==> config.mk <==
export PLATFORM = sky130hd
export DESIGN_NAME = humidity_sensor_frame_decoder_flat
export DESIGN_NICKNAME = d
export VERILOG_FILES = /design/src/design/hsfd_pkg.sv /design/src/design/hsfd_if.sv /design/src/design/humidity_sensor_frame_decoder.sv /design/src/flat_wrapper.sv
export SDC_FILE = /design/constraint.sdc
export NUM_CORES = 1
export LEC_CHECK = 0
export BUFFER_PORTS_ARGS = -buffer_cell sky130_fd_sc_hd__buf_2
export CAP_MARGIN = 20
export CORE_MARGIN = 2
export CORE_UTILIZATION = 54
export DETAILED_ROUTE_END_ITERATION = 10
export GPL_TIMING_DRIVEN = 0
export PLACE_DENSITY = 0.82
export SYNTH_ARGS = -nofsm -noshare
export SYNTH_HDL_FRONTEND = slang
export SYNTH_SLANG_ARGS = --single-unit
export TNS_END_PERCENT = 50
==> constraint.sdc <==
create_clock -name clk -period 33 [get_ports clk]
set_input_delay 1.65 -clock clk [delete_from_list [all_inputs] [get_ports clk]]
set_output_delay 1.65 -clock clk [all_outputs]
set_load 0.02 [all_outputs]
==> src/design/hsfd_pkg.sv <==
package hsfd_pkg;

  localparam logic [7:0] CRC_INIT = 8'hFF;
  localparam logic [7:0] CRC_POLY = 8'h31;

  // Scaling constants: span over full scale, offset in hundredths
  localparam logic [14:0] TEMP_SPAN   = 15'd17500;
  localparam logic [14:0] TEMP_OFFSET = 15'd4500;
  localparam logic [13:0] HUM_SPAN    = 14'd10000;

  typedef enum logic [2:0] {
    POS_TEMP_HI  = 3'd0,
    POS_TEMP_LO  = 3'd1,
    POS_TEMP_CRC = 3'd2,
    POS_HUM_HI   = 3'd3,
    POS_HUM_LO   = 3'd4,
    POS_HUM_CRC  = 3'd5
  } pos_t;

  typedef enum logic [1:0] {
    ST_GOOD     = 2'd0,
    ST_TEMP_BAD = 2'd1,
    ST_HUM_BAD  = 2'd2
  } status_t;

  // CRC-8, MSB first, one byte
  function automatic logic [7:0] crc8_byte(input logic [7:0] crc, input logic [7:0] b);
    logic [7:0] c;
    c = crc ^ b;
    for (int i = 0; i < 8; i++) begin
      if (c[7]) begin
        c = {c[6:0], 1'b0} ^ CRC_POLY;
      end else begin
        c = {c[6:0], 1'b0};
      end
    end
    return c;
  endfunction

endpackage

==> src/design/hsfd_if.sv <==
interface hsfd_in_if;
  logic       valid;
  logic       ready;
  logic [7:0] rx_byte;
  logic       frame_begin;

  modport source (output valid, output rx_byte, output frame_begin, input ready);
  modport sink (input valid, input rx_byte, input frame_begin, output ready);
endinterface

interface hsfd_out_if;
  logic               valid;
  logic               ready;
  logic        [1:0]  frame_status;
  logic        [15:0] temp_word;
  logic        [15:0] hum_word;
  logic signed [14:0] temp_centi;
  logic        [13:0] hum_centi;

  modport source (output valid, output frame_status, output temp_word, output hum_word,
                  output temp_centi, output hum_centi, input ready);
  modport sink (input valid, input frame_status, input temp_word, input hum_word,
                input temp_centi, input hum_centi, output ready);
endinterface

==> src/design/humidity_sensor_frame_decoder.sv <==
// Decoder for the six-byte reply of a temperature/humidity sensor.
// in_ch carries one reply byte per beat (rx_byte) with frame_begin set on the
// first byte of a reply; frame_begin realigns the decoder and drops any
// partial frame. Byte order: temperature word (MSB first), its CRC-8,
// humidity word (MSB first), its CRC-8. Both CRCs use polynomial 0x31, seed 0xFF.
// out_ch carries one beat per complete reply: the status (good, temperature
// CRC bad, humidity CRC bad), the last good raw words and both values scaled
// to hundredths. A bad frame leaves the previous good words in place.
// Result path: the sixth byte is taken into the input register, and the result
// register loads from there when it is free; out_ch.valid comes straight from
// the result register.
// Throughput: one byte per cycle unless stalled as below; the CRC, the frame
// bookkeeping and the constant-multiply scaling all sit in the single stage
// between the input register and the result register.
// Stall: while a result beat waits on out_ch, bytes that produce no result
// keep flowing; in_ch.ready drops only when the input register holds a
// sixth byte and the result register is still occupied.
// Reset (synchronous, rst_n low): both registers empty, position back to the
// first byte, good words cleared to zero.
module humidity_sensor_frame_decoder (
  input  logic             clk,
  input  logic             rst_n,
  hsfd_in_if.sink          in_ch,
  hsfd_out_if.source       out_ch
);
  import hsfd_pkg::*;

  // Input register
  logic       s1_valid_r;
  logic [7:0] s1_byte_r;
  logic       s1_begin_r;

  // Frame state
  pos_t        pos_r, pos_nxt;
  logic [7:0]  crc_r, crc_nxt;
  logic        temp_ok_r, temp_ok_nxt;
  logic [15:0] pend_temp_r, pend_temp_nxt;
  logic [15:0] pend_hum_r, pend_hum_nxt;
  logic [15:0] good_temp_r, good_temp_nxt;
  logic [15:0] good_hum_r, good_hum_nxt;

  // Result register
  logic               out_valid_r;
  status_t            out_status_r;
  logic        [15:0] out_temp_word_r;
  logic        [15:0] out_hum_word_r;
  logic signed [14:0] out_temp_centi_r;
  logic        [13:0] out_hum_centi_r;

  pos_t    eff_pos;
  logic    s1_emits;
  logic    out_free;
  logic    s1_fire;
  logic    in_fire;
  status_t status_nxt;

  logic [30:0] temp_prod;
  logic [31:0] temp_sum;
  logic [14:0] temp_q;
  logic [29:0] hum_prod;
  logic [30:0] hum_sum;

  // frame_begin or an impossible position restarts at the first byte
  assign eff_pos  = (s1_begin_r || (pos_r > POS_HUM_CRC)) ? POS_TEMP_HI : pos_r;
  assign s1_emits = s1_valid_r && (eff_pos == POS_HUM_CRC);
  assign out_free = !out_valid_r || out_ch.ready;
  assign s1_fire  = s1_valid_r && (!s1_emits || out_free);
  assign in_fire  = in_ch.valid && in_ch.ready;

  assign in_ch.ready = !s1_valid_r || s1_fire;

  // Next position
  always_comb begin
    pos_nxt = pos_r;
    if (s1_fire) begin
      unique case (eff_pos)
        POS_TEMP_HI:  pos_nxt = POS_TEMP_LO;
        POS_TEMP_LO:  pos_nxt = POS_TEMP_CRC;
        POS_TEMP_CRC: pos_nxt = POS_HUM_HI;
        POS_HUM_HI:   pos_nxt = POS_HUM_LO;
        POS_HUM_LO:   pos_nxt = POS_HUM_CRC;
        POS_HUM_CRC:  pos_nxt = POS_TEMP_HI;
        default:      pos_nxt = POS_TEMP_HI;
      endcase
    end
  end

  // Datapath per position
  always_comb begin
    crc_nxt       = crc_r;
    temp_ok_nxt   = temp_ok_r;
    pend_temp_nxt = pend_temp_r;
    pend_hum_nxt  = pend_hum_r;
    good_temp_nxt = good_temp_r;
    good_hum_nxt  = good_hum_r;
    status_nxt    = ST_GOOD;
    if (s1_fire) begin
      unique case (eff_pos)
        POS_TEMP_HI: begin
          pend_temp_nxt = {s1_byte_r, 8'h00};
          crc_nxt       = crc8_byte(CRC_INIT, s1_byte_r);
        end
        POS_TEMP_LO: begin
          pend_temp_nxt = {pend_temp_r[15:8], s1_byte_r};
          crc_nxt       = crc8_byte(crc_r, s1_byte_r);
        end
        POS_TEMP_CRC: begin
          temp_ok_nxt = (crc_r == s1_byte_r);
        end
        POS_HUM_HI: begin
          pend_hum_nxt = {s1_byte_r, 8'h00};
          crc_nxt      = crc8_byte(CRC_INIT, s1_byte_r);
        end
        POS_HUM_LO: begin
          pend_hum_nxt = {pend_hum_r[15:8], s1_byte_r};
          crc_nxt      = crc8_byte(crc_r, s1_byte_r);
        end
        POS_HUM_CRC: begin
          crc_nxt = CRC_INIT;
          if (!temp_ok_r) begin
            status_nxt = ST_TEMP_BAD;
          end else if (crc_r != s1_byte_r) begin
            status_nxt = ST_HUM_BAD;
          end else begin
            good_temp_nxt = pend_temp_r;
            good_hum_nxt  = pend_hum_r;
          end
        end
        default: begin
          crc_nxt = crc_r;
        end
      endcase
    end
  end

  // Scale to hundredths; divide by 65535 as (x + (x >> 16) + 1) >> 16
  assign temp_prod = 31'(good_temp_nxt) * 31'(TEMP_SPAN);
  assign temp_sum  = 32'(temp_prod) + 32'(temp_prod >> 16) + 32'd1;
  assign temp_q    = temp_sum[30:16];
  assign hum_prod  = 30'(good_hum_nxt) * 30'(HUM_SPAN);
  assign hum_sum   = 31'(hum_prod) + 31'(hum_prod >> 16) + 31'd1;

  // Input register: take a beat whenever the stage frees up
  always_ff @(posedge clk) begin
    if (!rst_n) begin
      s1_valid_r <= 1'b0;
    end else if (in_ch.ready) begin
      s1_valid_r <= in_ch.valid;
    end
    if (in_fire) begin
      s1_byte_r  <= in_ch.rx_byte;
      s1_begin_r <= in_ch.frame_begin;
    end
  end

  // Frame state
  always_ff @(posedge clk) begin
    if (!rst_n) begin
      pos_r       <= POS_TEMP_HI;
      crc_r       <= CRC_INIT;
      temp_ok_r   <= 1'b0;
      good_temp_r <= 16'd0;
      good_hum_r  <= 16'd0;
    end else begin
      pos_r       <= pos_nxt;
      crc_r       <= crc_nxt;
      temp_ok_r   <= temp_ok_nxt;
      good_temp_r <= good_temp_nxt;
      good_hum_r  <= good_hum_nxt;
    end
    pend_temp_r <= pend_temp_nxt;
    pend_hum_r  <= pend_hum_nxt;
  end

  // Result register: load on a sixth byte, drop once taken
  always_ff @(posedge clk) begin
    if (!rst_n) begin
      out_valid_r <= 1'b0;
    end else if (s1_fire && s1_emits) begin
      out_valid_r <= 1'b1;
    end else if (out_ch.ready) begin
      out_valid_r <= 1'b0;
    end
    if (s1_fire && s1_emits) begin
      out_status_r     <= status_nxt;
      out_temp_word_r  <= good_temp_nxt;
      out_hum_word_r   <= good_hum_nxt;
      out_temp_centi_r <= $signed(temp_q - TEMP_OFFSET);
      out_hum_centi_r  <= hum_sum[29:16];
    end
  end

  assign out_ch.valid        = out_valid_r;
  assign out_ch.frame_status = out_status_r;
  assign out_ch.temp_word    = out_temp_word_r;
  assign out_ch.hum_word     = out_hum_word_r;
  assign out_ch.temp_centi   = out_temp_centi_r;
  assign out_ch.hum_centi    = out_hum_centi_r;

`ifndef SYNTHESIS
  a_emit_loads_out: assert property (@(posedge clk) disable iff (!rst_n)
    (s1_fire && s1_emits) |=> out_valid_r)
    else $error("sixth byte did not load a result");

  a_emit_realigns: assert property (@(posedge clk) disable iff (!rst_n)
    (s1_fire && s1_emits) |=> (pos_r == POS_TEMP_HI) && (crc_r == CRC_INIT))
    else $error("frame state not restarted after sixth byte");

  a_good_words_hold: assert property (@(posedge clk) disable iff (!rst_n)
    !(s1_fire && s1_emits && (status_nxt == ST_GOOD)) |=>
      ($stable(good_temp_r) && $stable(good_hum_r)))
    else $error("good words changed without a good frame");

  a_stall_only_on_emit: assert property (@(posedge clk) disable iff (!rst_n)
    !in_ch.ready |-> (s1_emits && out_valid_r && !out_ch.ready))
    else $error("input stalled without a blocked result");
`endif

endmodule
==> src/flat_wrapper.sv <==
// flat-port wrapper written by rule: the top's interface ports become plain ports
module humidity_sensor_frame_decoder_flat import hsfd_pkg::*;
  (clk, rst_n, in_ch_valid, in_ch_rx_byte, in_ch_frame_begin, in_ch_ready, out_ch_valid, out_ch_frame_status, out_ch_temp_word, out_ch_hum_word, out_ch_temp_centi, out_ch_hum_centi, out_ch_ready);
  hsfd_in_if in_ch_i ();
  hsfd_out_if out_ch_i ();
  input  logic clk;
  input  logic rst_n;
  input wire logic [$bits(in_ch_i.valid)-1:0] in_ch_valid;
  input wire logic [$bits(in_ch_i.rx_byte)-1:0] in_ch_rx_byte;
  input wire logic [$bits(in_ch_i.frame_begin)-1:0] in_ch_frame_begin;
  output wire logic [$bits(in_ch_i.ready)-1:0] in_ch_ready;
  output wire logic [$bits(out_ch_i.valid)-1:0] out_ch_valid;
  output wire logic [$bits(out_ch_i.frame_status)-1:0] out_ch_frame_status;
  output wire logic [$bits(out_ch_i.temp_word)-1:0] out_ch_temp_word;
  output wire logic [$bits(out_ch_i.hum_word)-1:0] out_ch_hum_word;
  output wire logic [$bits(out_ch_i.temp_centi)-1:0] out_ch_temp_centi;
  output wire logic [$bits(out_ch_i.hum_centi)-1:0] out_ch_hum_centi;
  input wire logic [$bits(out_ch_i.ready)-1:0] out_ch_ready;
  assign in_ch_i.valid = in_ch_valid;
  assign in_ch_i.rx_byte = in_ch_rx_byte;
  assign in_ch_i.frame_begin = in_ch_frame_begin;
  assign in_ch_ready = in_ch_i.ready;
  assign out_ch_valid = out_ch_i.valid;
  assign out_ch_frame_status = out_ch_i.frame_status;
  assign out_ch_temp_word = out_ch_i.temp_word;
  assign out_ch_hum_word = out_ch_i.hum_word;
  assign out_ch_temp_centi = out_ch_i.temp_centi;
  assign out_ch_hum_centi = out_ch_i.hum_centi;
  assign out_ch_i.ready = out_ch_ready;
  humidity_sensor_frame_decoder u_core (.clk(clk), .rst_n(rst_n), .in_ch(in_ch_i), .out_ch(out_ch_i));
endmodule
==> results.md, run 1 <==
- CTS Sinks: 150
- FF+latch count, synth: 150
- Clock latency on the worst-skew pair: ~450 ps
- Core area: 0.0253 mm²
- Via density: 5.70
- Critical path type: primary input to flip-flop
- DR WL/cell: 17.1 µm
- Drt first pass iters: 5
- Detailed-route via count: 10590
- RSZ-0062 raised after global routing: no
- Fin crit share: 37.0%
- Sequential area share after synthesis: 28.9%
- Count of cell types in the netlist: 98
- Placed cells: around 1800
- Final GP Congestion: 0.941
- Post-synth EDFFs: 104
- WHS Path Cells: 2
- Setup Fix Bufs, Post-CTS: 0
- Max clock buf depth: 2
- Worst path max stage delay: 740 ps
- Critical Path RT: around 33000 ps
- Post-DRT Antenna Nets: 0
- CP bufs+invs: 7
- WP depth: 40
- Root Buffer: clkbuf_16
- Iter 0 DRT Violations: slightly below 700
- Most frequent cells in the layout: 247 x inv_1, 190 x ha_1, 104 x edfxtp_1
- Nets: between 1500 and 2000
- Critical Path AT: 12370 ps
- Delay-heaviest family, CP: compound AO/OA/AOI/OAI gates
- Ys async rst share: 0%
- Cts-stage hold buffer count: 0
- Commonest non-fill, non-tap cell in the layout: inv_1
- Lkg Pwr: a little under 0.008 µW
- Main synth FF type: edfxtp_1
- H-Tree Depth: 4
- Slew Limit Fails: 0
- Port buffer count: 76
- Setup TNS: 0 ps
- Initial antenna violation count: 0
- Startpoint Class: primary input
- Area grow syn2layout: 10.1%
- Die Footprint: 0.0272 mm²
- Layout cell share with drive strength beyond 1: between 10% and 20%
- CP max-delay cell: clkbuf_1
- Worst vdd ir: 37.4 µV
- Crit end category: flip-flop
- Grt total ovfl: 0
- Drt drc: 0
- GRT Total Usage: roughly a quarter
- # diodes: 0
- Largest net degree at the start of global routing: 29
- Least-Margin Pin Slew: approximately 1000 ps
- Total power: around 430 µW
- Pwr/cell area: 27.6 mW/mm²
- YS warnings: 0
- Wirelength, routed: 31800 µm
- Final hold vios: 0
- Placed inst area: 0.0148 mm²
- Post-Synthesis Cells: 1415
- Post-route cell area: ~0.015 mm²
- Final setup fails: 0
- Worst min path class: flip-flop to flip-flop
- Syn Area/Cell: 9.90 µm²
- Relative slew slack: 30.6%
- # IOs: 78
- Die Y: 165 µm
- Pre-CTS WS: between 20000 and 25000 ps
- Net Count, Synth: 1696
- Via count of the first global-routing pass: 10829
- DP HPWL: 24800 µm
- Max-cap violations: 0
- Post-Syn Area: 0.0140 mm²
- CTS tree: built
- Crit path max fanout: 15
- Clk_skew: 18.7 ps
- Row count: 58
- Initial Util: 55.3%
- Non-Filler Instances: 1857
- Die width: 165 µm
- Post-cts resize count: 0
- Worst R2R Path Depth: 41
- Total CTS buffers: 17
- Fmax: 82.0 MHz
- Outcome: finished, final reports clean
- Setup WS post-layout: 20810 ps
- Global-route wire length before repair: 52100 µm
- Clock transition at the registers of the reported paths: 70 ps
- Minimum clock period: 12190 ps
## worst paths after layout
check	from	to	slack [ps]
setup reg to reg	u_core.pos_r[1]	u_core.out_ch.temp_centi[14]	21050
hold / removal	u_core.crc_r[4]	u_core.crc_r[4]	500
hold reg to reg	u_core.crc_r[4]	u_core.crc_r[4]	500
setup / recovery	out_ch_ready	u_core.out_ch.temp_centi[14]	20810
## kinds of logic (layout without fill, tap and decap cells)
group	count (synthesis)	in the layout	synth area share [%]
xor gates and xnor gates	96	96	6.10
AOI/OAI and AO/OA	252	252	13.1
muxes	38	38	2.82
buffers and inverters	284	396	7.78
adders and majority gates	268	268	28.1
and+or+nand+nor	327	327	13.2
DFF	150	150	28.9
## cell usage after synthesis (9+ instances only)
library cell | instances | share of area [%]
a21o_1 | 28 | 1.5
dfxtp_1 | 46 | 6.6
edfxtp_1 | 104 | 22
a21oi_1 | 59 | 2.1
o211ai_1 | 16 | 0.86
xor2_1 | 32 | 2.0
nor3_1 | 25 | 0.89
nand4_1 | 14 | 0.63
o21ai_0 | 39 | 1.4
mux2_2 | 12 | 0.96
a31oi_1 | 9 | 0.40
nand3_1 | 23 | 0.82
fa_1 | 78 | 11
nand2_1 | 47 | 1.3
clkbuf_1 | 29 | 0.78
nor2_1 | 55 | 1.5
mux2i_1 | 26 | 1.9
inv_1 | 247 | 6.6
nand2b_1 | 13 | 0.58
and2_1 | 36 | 1.6
ha_1 | 190 | 17
xnor2_1 | 63 | 3.9
nor2b_1 | 53 | 2.4
## routing by layer
layer | global-route usage [%] | wire length (µm) | up-vias
li1 | - | - | 5092
met1 | 29.5 | 13100 | 5069
met2 | 42.7 | 15600 | 337
met3 | 4.32 | 1760 | 92
met4 | 10.4 | 1260 | 0
met5 | 0 | 0 | -
## layout make-up
cell class / instances / area (µm²)
Inverter: 247 / 927
Clock buffer: 18 / 429
Sequential cell: 150 / 4040
Clock inverter: 14 / 136
Tap cell: 330 / 413
Timing Repair Buffer: 80 / 430
Multi-Input combinational cell: 981 / 8880
Fill cell: 2013 / 9900
Buffer: 37 / 163
## metrics by stage
stage,hold WS (ps),util [%]
after detailed placement,481,58.6
after CTS,499,60.9
final,496,60.9
after global routing,516,60.9
after floorplan,461,-
after global placement,475,58.4
## tightest hold or removal path, cell delays in order, from the launching register on
cell	delay (ps)
dfxtp_1	340
a21oi_1	70
nand2_1	60
## registers in the layout, summed over array words and instances (netlist names), 2 cells and up
register / flops
u_core.out_ch.temp_centi: 15
u_core.good_temp_r: 16
u_core.out_ch.temp_word: 16
u_core.s1_byte_r: 8
u_core.crc_r: 8
u_core.pos_r: 3
u_core.good_hum_r: 16
u_core.pend_temp_r: 16
u_core.out_ch.hum_centi: 14
u_core.out_ch.frame_status: 2
u_core.pend_hum_r: 16
u_core.out_ch.hum_word: 16
## power breakdown
part | switching, µW | total [µW] | leakage (µW) | internal (µW)
combinational | 16.3 | 28.5 | 0.00624 | 12.2
clock | 91.9 | 192 | 0.000269 | 100
sequential | 2.14 | 205 | 0.00139 | 203
total | 110 | 425 | 0.00790 | 315
No activity file was read; power rests on OpenSTA's default activity.
==> run 2, diff against run 1 <==
- clock period: 33 -> 12.05 ns (I/O delays scaled with it)
==> run 2 against run 1 <==
Against the previous run:
- core utilization grew 0.24 points
- register-to-register slack lost 20000 ps
- highest routed layer unchanged
- die area is the same
- final cell count grew 0.16%
- cell area grew 0.39%
- hold slack lost 150 ps
- clock power grew to 2.8 times the previous value
- non-clock buffer count grew 3
- sequential share of layout area shrank 0.10 points
- worst setup slack lost 20000 ps
- first-iteration DRC count shrank 4.6%
==> results.md, run 2 (synthesized netlist as in run 1, its figures left out) <==
- Outcome: finished, final reports clean
- Filler instances: around 2000
- Delay-heaviest family, CP: adder cells
- Final hold vios: 0
- # IOs: 78
- Setup WS post-layout: between 700 and 800 ps
- Layout cell share with drive strength beyond 1: 12.0%
- Fin crit share: 93.8%
- Initial antenna violation count: 0
- WHS: 348 ps
- Drt first pass iters: 5
- Final GP Congestion: between 0.9 and 1
- DR WL/cell: 17.0 µm
- Root Buffer: clkbuf_16
- Detailed-route via count: around 11000
- Via count of the first global-routing pass: 10800
- Placed cells: 1823
- Total CTS buffers: 17
- GRT Total Usage: about a quarter
- Pwr/cell area: 76.0 mW/mm²
- Non-Filler Instances: approximately 1900
- Area grow syn2layout: 10.5%
- Minimum clock period: approximately 11000 ps
- Final setup fails: 0
- CTS tree: built
- CTS Sinks: 150
- Via density: 5.72
- CP bufs+invs: 8
- Placed inst area: approximately 0.015 mm²
- Most frequent cells in the layout: 247 x inv_1, 190 x ha_1, 104 x edfxtp_1
- Final Util: between 60% and 70%
- Critical Path AT: 11470 ps
- Clk_skew: 10.6 ps
- Die Footprint: 0.0272 mm²
- Commonest non-fill, non-tap cell in the layout: inv_1
- H-Tree Depth: 4
- Critical Path RT: 12210 ps
- Fmax: between 80 and 90 MHz
- Initial Util: 55.3%
- Iter 0 DRT Violations: 658
- Clock transition at the registers of the reported paths: 70 ps
- Max clock buf depth: 2
- Lkg Pwr: 0.00794 µW
- Relative slew slack: 30.3%
- Cts-stage hold buffer count: 0
- DP HPWL: 24700 µm
- Worst path max stage delay: 520 ps
- Nets: roughly 1800
- Core area: 0.0253 mm²
- CP max-delay cell: fa_1
- Critical path type: flip-flop to flip-flop
- Clock latency on the worst-skew pair: 430 ps
- Port buffer count: 76
- Largest net degree at the start of global routing: 31
- Grt total ovfl: 0
- Die Y: ~170 µm
- Slew Limit Fails: 0
- Row count: 58
- Pre-CTS WS: 217 ps
- Drt drc: 0
- Max-cap violations: 0
- Wirelength, routed: 31700 µm
- Global-route wire length before repair: 51900 µm
- Worst vdd ir: 140 µV
- Worst min path class: primary input to flip-flop
- Die width: 165 µm
- Crit end category: flip-flop
- Post-route cell area: 0.0155 mm²
- Least-Margin Pin Slew: 1020 ps
- Post-DRT Antenna Nets: 0
- Startpoint Class: flip-flop
- RSZ-0062 raised after global routing: no
- Crit path max fanout: 10
- # diodes: 0
[run 2: cell types whose count changed in the layout (fill, tap and decap cells not counted), sizes merged]
| cell | change |
|---|---|
| bufinv | +1 |
| clkinvlp | -2 |
| buf | +5 |
| clkbuf | -3 |
| inv | -2 |
| clkinv | +4 |
[run 2: worst reg2reg max path, delay by kind of cell, from the launching register on]
family	cells	cell delay (ps)
compound gates	10	2900
xor+xnor	2	530
fa+ha+maj	8	3050
buf+inv	8	1290
flops	1	350
mux	1	440
simple gates	12	2490
[run 2: stage by stage]
stage | setup TNS [ps] | total power (µW)
after global routing | 0 | 1210
after detailed placement | 0 | 647
after floorplan | 0 | 631
after global placement | -24670 | 645
after CTS | 0 | 1180
final | 0 | 1180
[run 2: what timing repair did]
item / CTS / global route
setup endpoints to repair: 0 / 8
hold endpoints to repair: 0 / 0
resized for setup: 0 / 9
setup buffers: 0 / 3
[run 2: worst paths after layout]
check        depth (start not counted)                start  slack, ps                            to
max reg2reg                         41  u_core.s1_byte_r[7]        740  u_core.out_ch.temp_centi[14]
min reg2reg                          2      u_core.crc_r[0]        500               u_core.crc_r[0]
min                                  1     in_ch_rx_byte[3]        350           u_core.s1_byte_r[3]
max                                 41  u_core.s1_byte_r[7]        740  u_core.out_ch.temp_centi[14]
[run 2: routing by layer]
layer | up-vias | share of wire, % | global-route usage, %
li1 | 5107 | - | -
met1 | 5126 | 42 | 29.4
met2 | 322 | 49 | 42.2
met3 | 84 | 5.0 | 3.77
met4 | 0 | 4.1 | 10.9
met5 | - | 0 | 0
[run 2: cell type report]
type / instances / area (µm²) / share of cell area [%]
buffer: 37 / 165 / 1.07
multi-input combinational: 981 / 8890 / 57.4
clock buffer: 17 / 425 / 2.75
tap: 330 / 413 / 2.67
sequential: 150 / 4040 / 26.1
clock inverter: 15 / 165 / 1.07
timing repair buffer: 83 / 453 / 2.93
inverter: 247 / 927 / 5.99
[run 2: where the power goes]
group          internal, µW  switching [µW]  leakage (µW)
clock network           293             245      0.000287
logic                  33.4            44.2       0.00627
registers               555            5.95       0.00139
==> run 3, diff against run 2 <==
--- a/config.mk
+++ b/config.mk
@@ -6,8 +6,10 @@
 export NUM_CORES = 1
 export LEC_CHECK = 0
+export ABC_AREA = 1
 export BUFFER_PORTS_ARGS = -buffer_cell sky130_fd_sc_hd__buf_2
 export CAP_MARGIN = 20
 export CORE_MARGIN = 2
 export CORE_UTILIZATION = 54
+export CTS_CLUSTER_SIZE = 8
 export DETAILED_ROUTE_END_ITERATION = 10
 export GPL_TIMING_DRIVEN = 0
==> constraint.sdc (replaced) <==
create_clock -name clk -period 12.05 [get_ports clk]
set_input_delay 0.6025 -clock clk [delete_from_list [all_inputs] [get_ports clk]]
set_output_delay 0.6025 -clock clk [all_outputs]
set_load 0.05 [all_outputs]
==> run 3 against run 2 <==
Against the previous run:
- the flow now finishes with violations (design-rule violations)
- critical path depth is 9 higher
- sequential power hardly changed
- die area is 3.0% higher
- sequential share of layout area is 0.74 points lower
- register-to-register slack better by 1200 ps
- first-iteration DRC count is 5.3% higher
- clock skew is 7.2 ps higher
- maximum frequency is 12% higher
- count of clock-buffer cells in the layout stayed put
- core utilization is 0.15 points lower
- via count is 10% higher
- worst setup slack better by 1200 ps
==> results.md, run 3 <==
- Synth top cells by count: 444 x inv_1, 330 x nand2_1, 190 x ha_1
- Max-cap violations: 0
- Main synth FF type: edfxtp_1
- Cts-stage hold buffer count: 0
- Most frequent cell after synthesis: inv_1
- Drt first pass iters: 9
- Final setup fails: 0
- Filler instances: 2300
- YS warnings: 0
- Critical path type: flip-flop to flip-flop
- Row count: 59
- Clk_skew: 17.8 ps
- Iter 0 DRT Violations: 693
- Setup Fix Bufs, Post-CTS: 0
- FF+latch count, synth: 150
- Sequential standard cell area: 0.00404 mm²
- Syn Area/Cell: 8.04 µm²
- Post-Syn Area: 0.0144 mm²
- CTS Sinks: 150
- Most frequent cells in the layout: 444 x inv_1, 330 x nand2_1, 190 x ha_1
- DR WL/cell: 14.7 µm
- Critical Path RT: approximately 12000 ps
- GRT Total Usage: approximately 24%
- H-Tree Depth: 4
- Pwr/cell area: approximately 75 mW/mm²
- # IOs: 78
- Final hold vios: 0
- Lkg Pwr: 0.00916 µW
- Commonest non-fill, non-tap cell in the layout: inv_1
- CP max-delay cell: o21ai_0
- Area of the multi-input gates: 0.00862 mm²
- Post-cts resize count: 0
- Count of cell types in the netlist: 50
- Port buffer count: 77
- Post-synth top area share: 21.6%
- Die width: 167 µm
- Initial antenna violation count: 0
- Setup TNS: 0 ps
- Die Footprint: 0.0281 mm²
- Most frequent CP cell: nand2_1
- Outcome: finished with violations
- Worst vdd ir: ~80 µV
- Core area: 0.0261 mm²
- Critical Path AT: between 10000 and 15000 ps
- Initial Util: a little under three fifths
- Area grow syn2layout: 10.4%
- Failing checks: design-rule violations
- Final Util: 61.0%
- Root Buffer: clkbuf_16
- Die Y: 167 µm
- Post-DRT Antenna Nets: 0
- Post-synth EDFFs: 104
- Total CTS buffers: 17
- Relative slew slack: between 20% and 30%
- Slew Limit Fails: 0
- Ys async rst share: 0%
- # diodes: 0
- Via density: 5.21
- Nets: approximately 2200
- Fmax: 99.0 MHz
- CTS tree: built
- Clock latency on the worst-skew pair: 450 ps
- Least-Margin Pin Slew: 1120 ps
- Global-route wire length before repair: ~55000 µm
- DP HPWL: between 20000 and 30000 µm
- Crit path max fanout: 29
- Sequential area share after synthesis: 28.0%
- Detailed-route via count: 11715
- Worst path max stage delay: 860 ps
- Final GP Congestion: 0.918
- Wirelength, routed: approximately 33000 µm
- Grt total ovfl: 0
- Area contributors post-synth: edfxtp_1 22%, ha_1 16%, inv_1 12%
- Startpoint Class: flip-flop
- Layout cell share with drive strength beyond 1: 11.4%
- Minimum clock period: 10100 ps
- Via count of the first global-routing pass: 11814
- Net Count, Synth: 2075
- Largest net degree at the start of global routing: 35
- Largest area contributor in the netlist: edfxtp_1
- Max clock buf depth: 2
- Clock transition at the registers of the reported paths: 80 ps
- Crit end category: flip-flop
- Worst min path class: primary input to flip-flop
- Drt drc: 7
- Fin crit share: a little over four fifths
- Post-Synthesis Cells: 1794
- RSZ-0062 raised after global routing: no
-- run 3: changes by cell type after synthesis, sizes merged, moves of 25 or more --
cell	previous run	this run
a21o	31	4
xor2	32	57
nor2b	53	0
nand2	47	368
inv	247	451
and2	41	4
mux2i	26	0
nand3	23	85
nor2	55	150
xnor2	63	22
-- run 3: path summary, 6_finish.rpt --
check / slack [ps] / startpoint / cells past startpoint / endpoint
worst max-delay path: 1950 / u_core.s1_begin_r / 50 / u_core.out_ch.temp_centi[12]
worst min-delay path: 320 / in_ch_rx_byte[0] / 1 / u_core.s1_byte_r[0]
worst max register to register: 1950 / u_core.s1_begin_r / 50 / u_core.out_ch.temp_centi[12]
worst min register to register: 490 / u_core.crc_r[7] / 2 / u_core.crc_r[7]
-- run 3: metal layers --
| metal | global-route usage, % | vias up | routed length, µm |
|---|---|---|---|
| met4 | 7.94 | 0 | 751 |
| met1 | 28.4 | 5512 | 13600 |
| li1 | - | 5814 | - |
| met3 | 3.62 | 64 | 1560 |
| met5 | 0 | - | 0 |
| met2 | 46.1 | 325 | 17200 |
-- run 3: layout make-up --
| type | count | share of cell area, % |
|---|---|---|
| Buffer | 20 | 0.502 |
| Clock buffer | 17 | 2.67 |
| Tap cell | 335 | 2.63 |
| Sequential cell | 150 | 25.4 |
| Multi-Input combinational cell | 1171 | 54.1 |
| Clock inverter | 15 | 1.12 |
| Inverter | 453 | 10.7 |
| Timing Repair Buffer | 86 | 2.97 |
-- run 3: cells by family after synthesis --
group | count (synthesis) | synth area share (%)
AOI/OAI and AO/OA | 161 | 6.35
xor gates and xnor gates | 79 | 4.90
adders and majority gates | 268 | 27.3
buffers and inverters | 473 | 12.3
DFF | 150 | 28.0
and+or+nand+nor | 663 | 21.1
-- run 3: through the flow --
stage	cells	setup slack (ps)	instance area, µm²	hold WS [ps]	total power, µW
after global placement	2206	-2270	15200	467	626
after detailed placement	2214	2030	15300	471	627
after global routing	2247	1010	15900	320	1220
final	2247	1950	15900	324	1190
after CTS	2246	1940	15900	321	1190
after floorplan	1794	918	14400	456	613
-- run 3: critical path, delay by kind of cell, from the launching register on --
| kind | cells | cell delay [ps] |
|---|---|---|
| AOI/OAI and AO/OA | 4 | 1390 |
| DFF | 1 | 400 |
| and+or+nand+nor | 24 | 3030 |
| xor gates and xnor gates | 1 | 170 |
| buffers and inverters | 13 | 1670 |
| adders and majority gates | 8 | 3150 |
-- run 3: where the power goes --
group | leakage (µW) | switching [µW] | internal, µW | total [µW]
logic | 0.00755 | 37.6 | 21.3 | 59.0
registers | 0.00131 | 3.85 | 554 | 558
clock network | 0.000301 | 256 | 314 | 571
total | 0.00916 | 298 | 890 | 1190
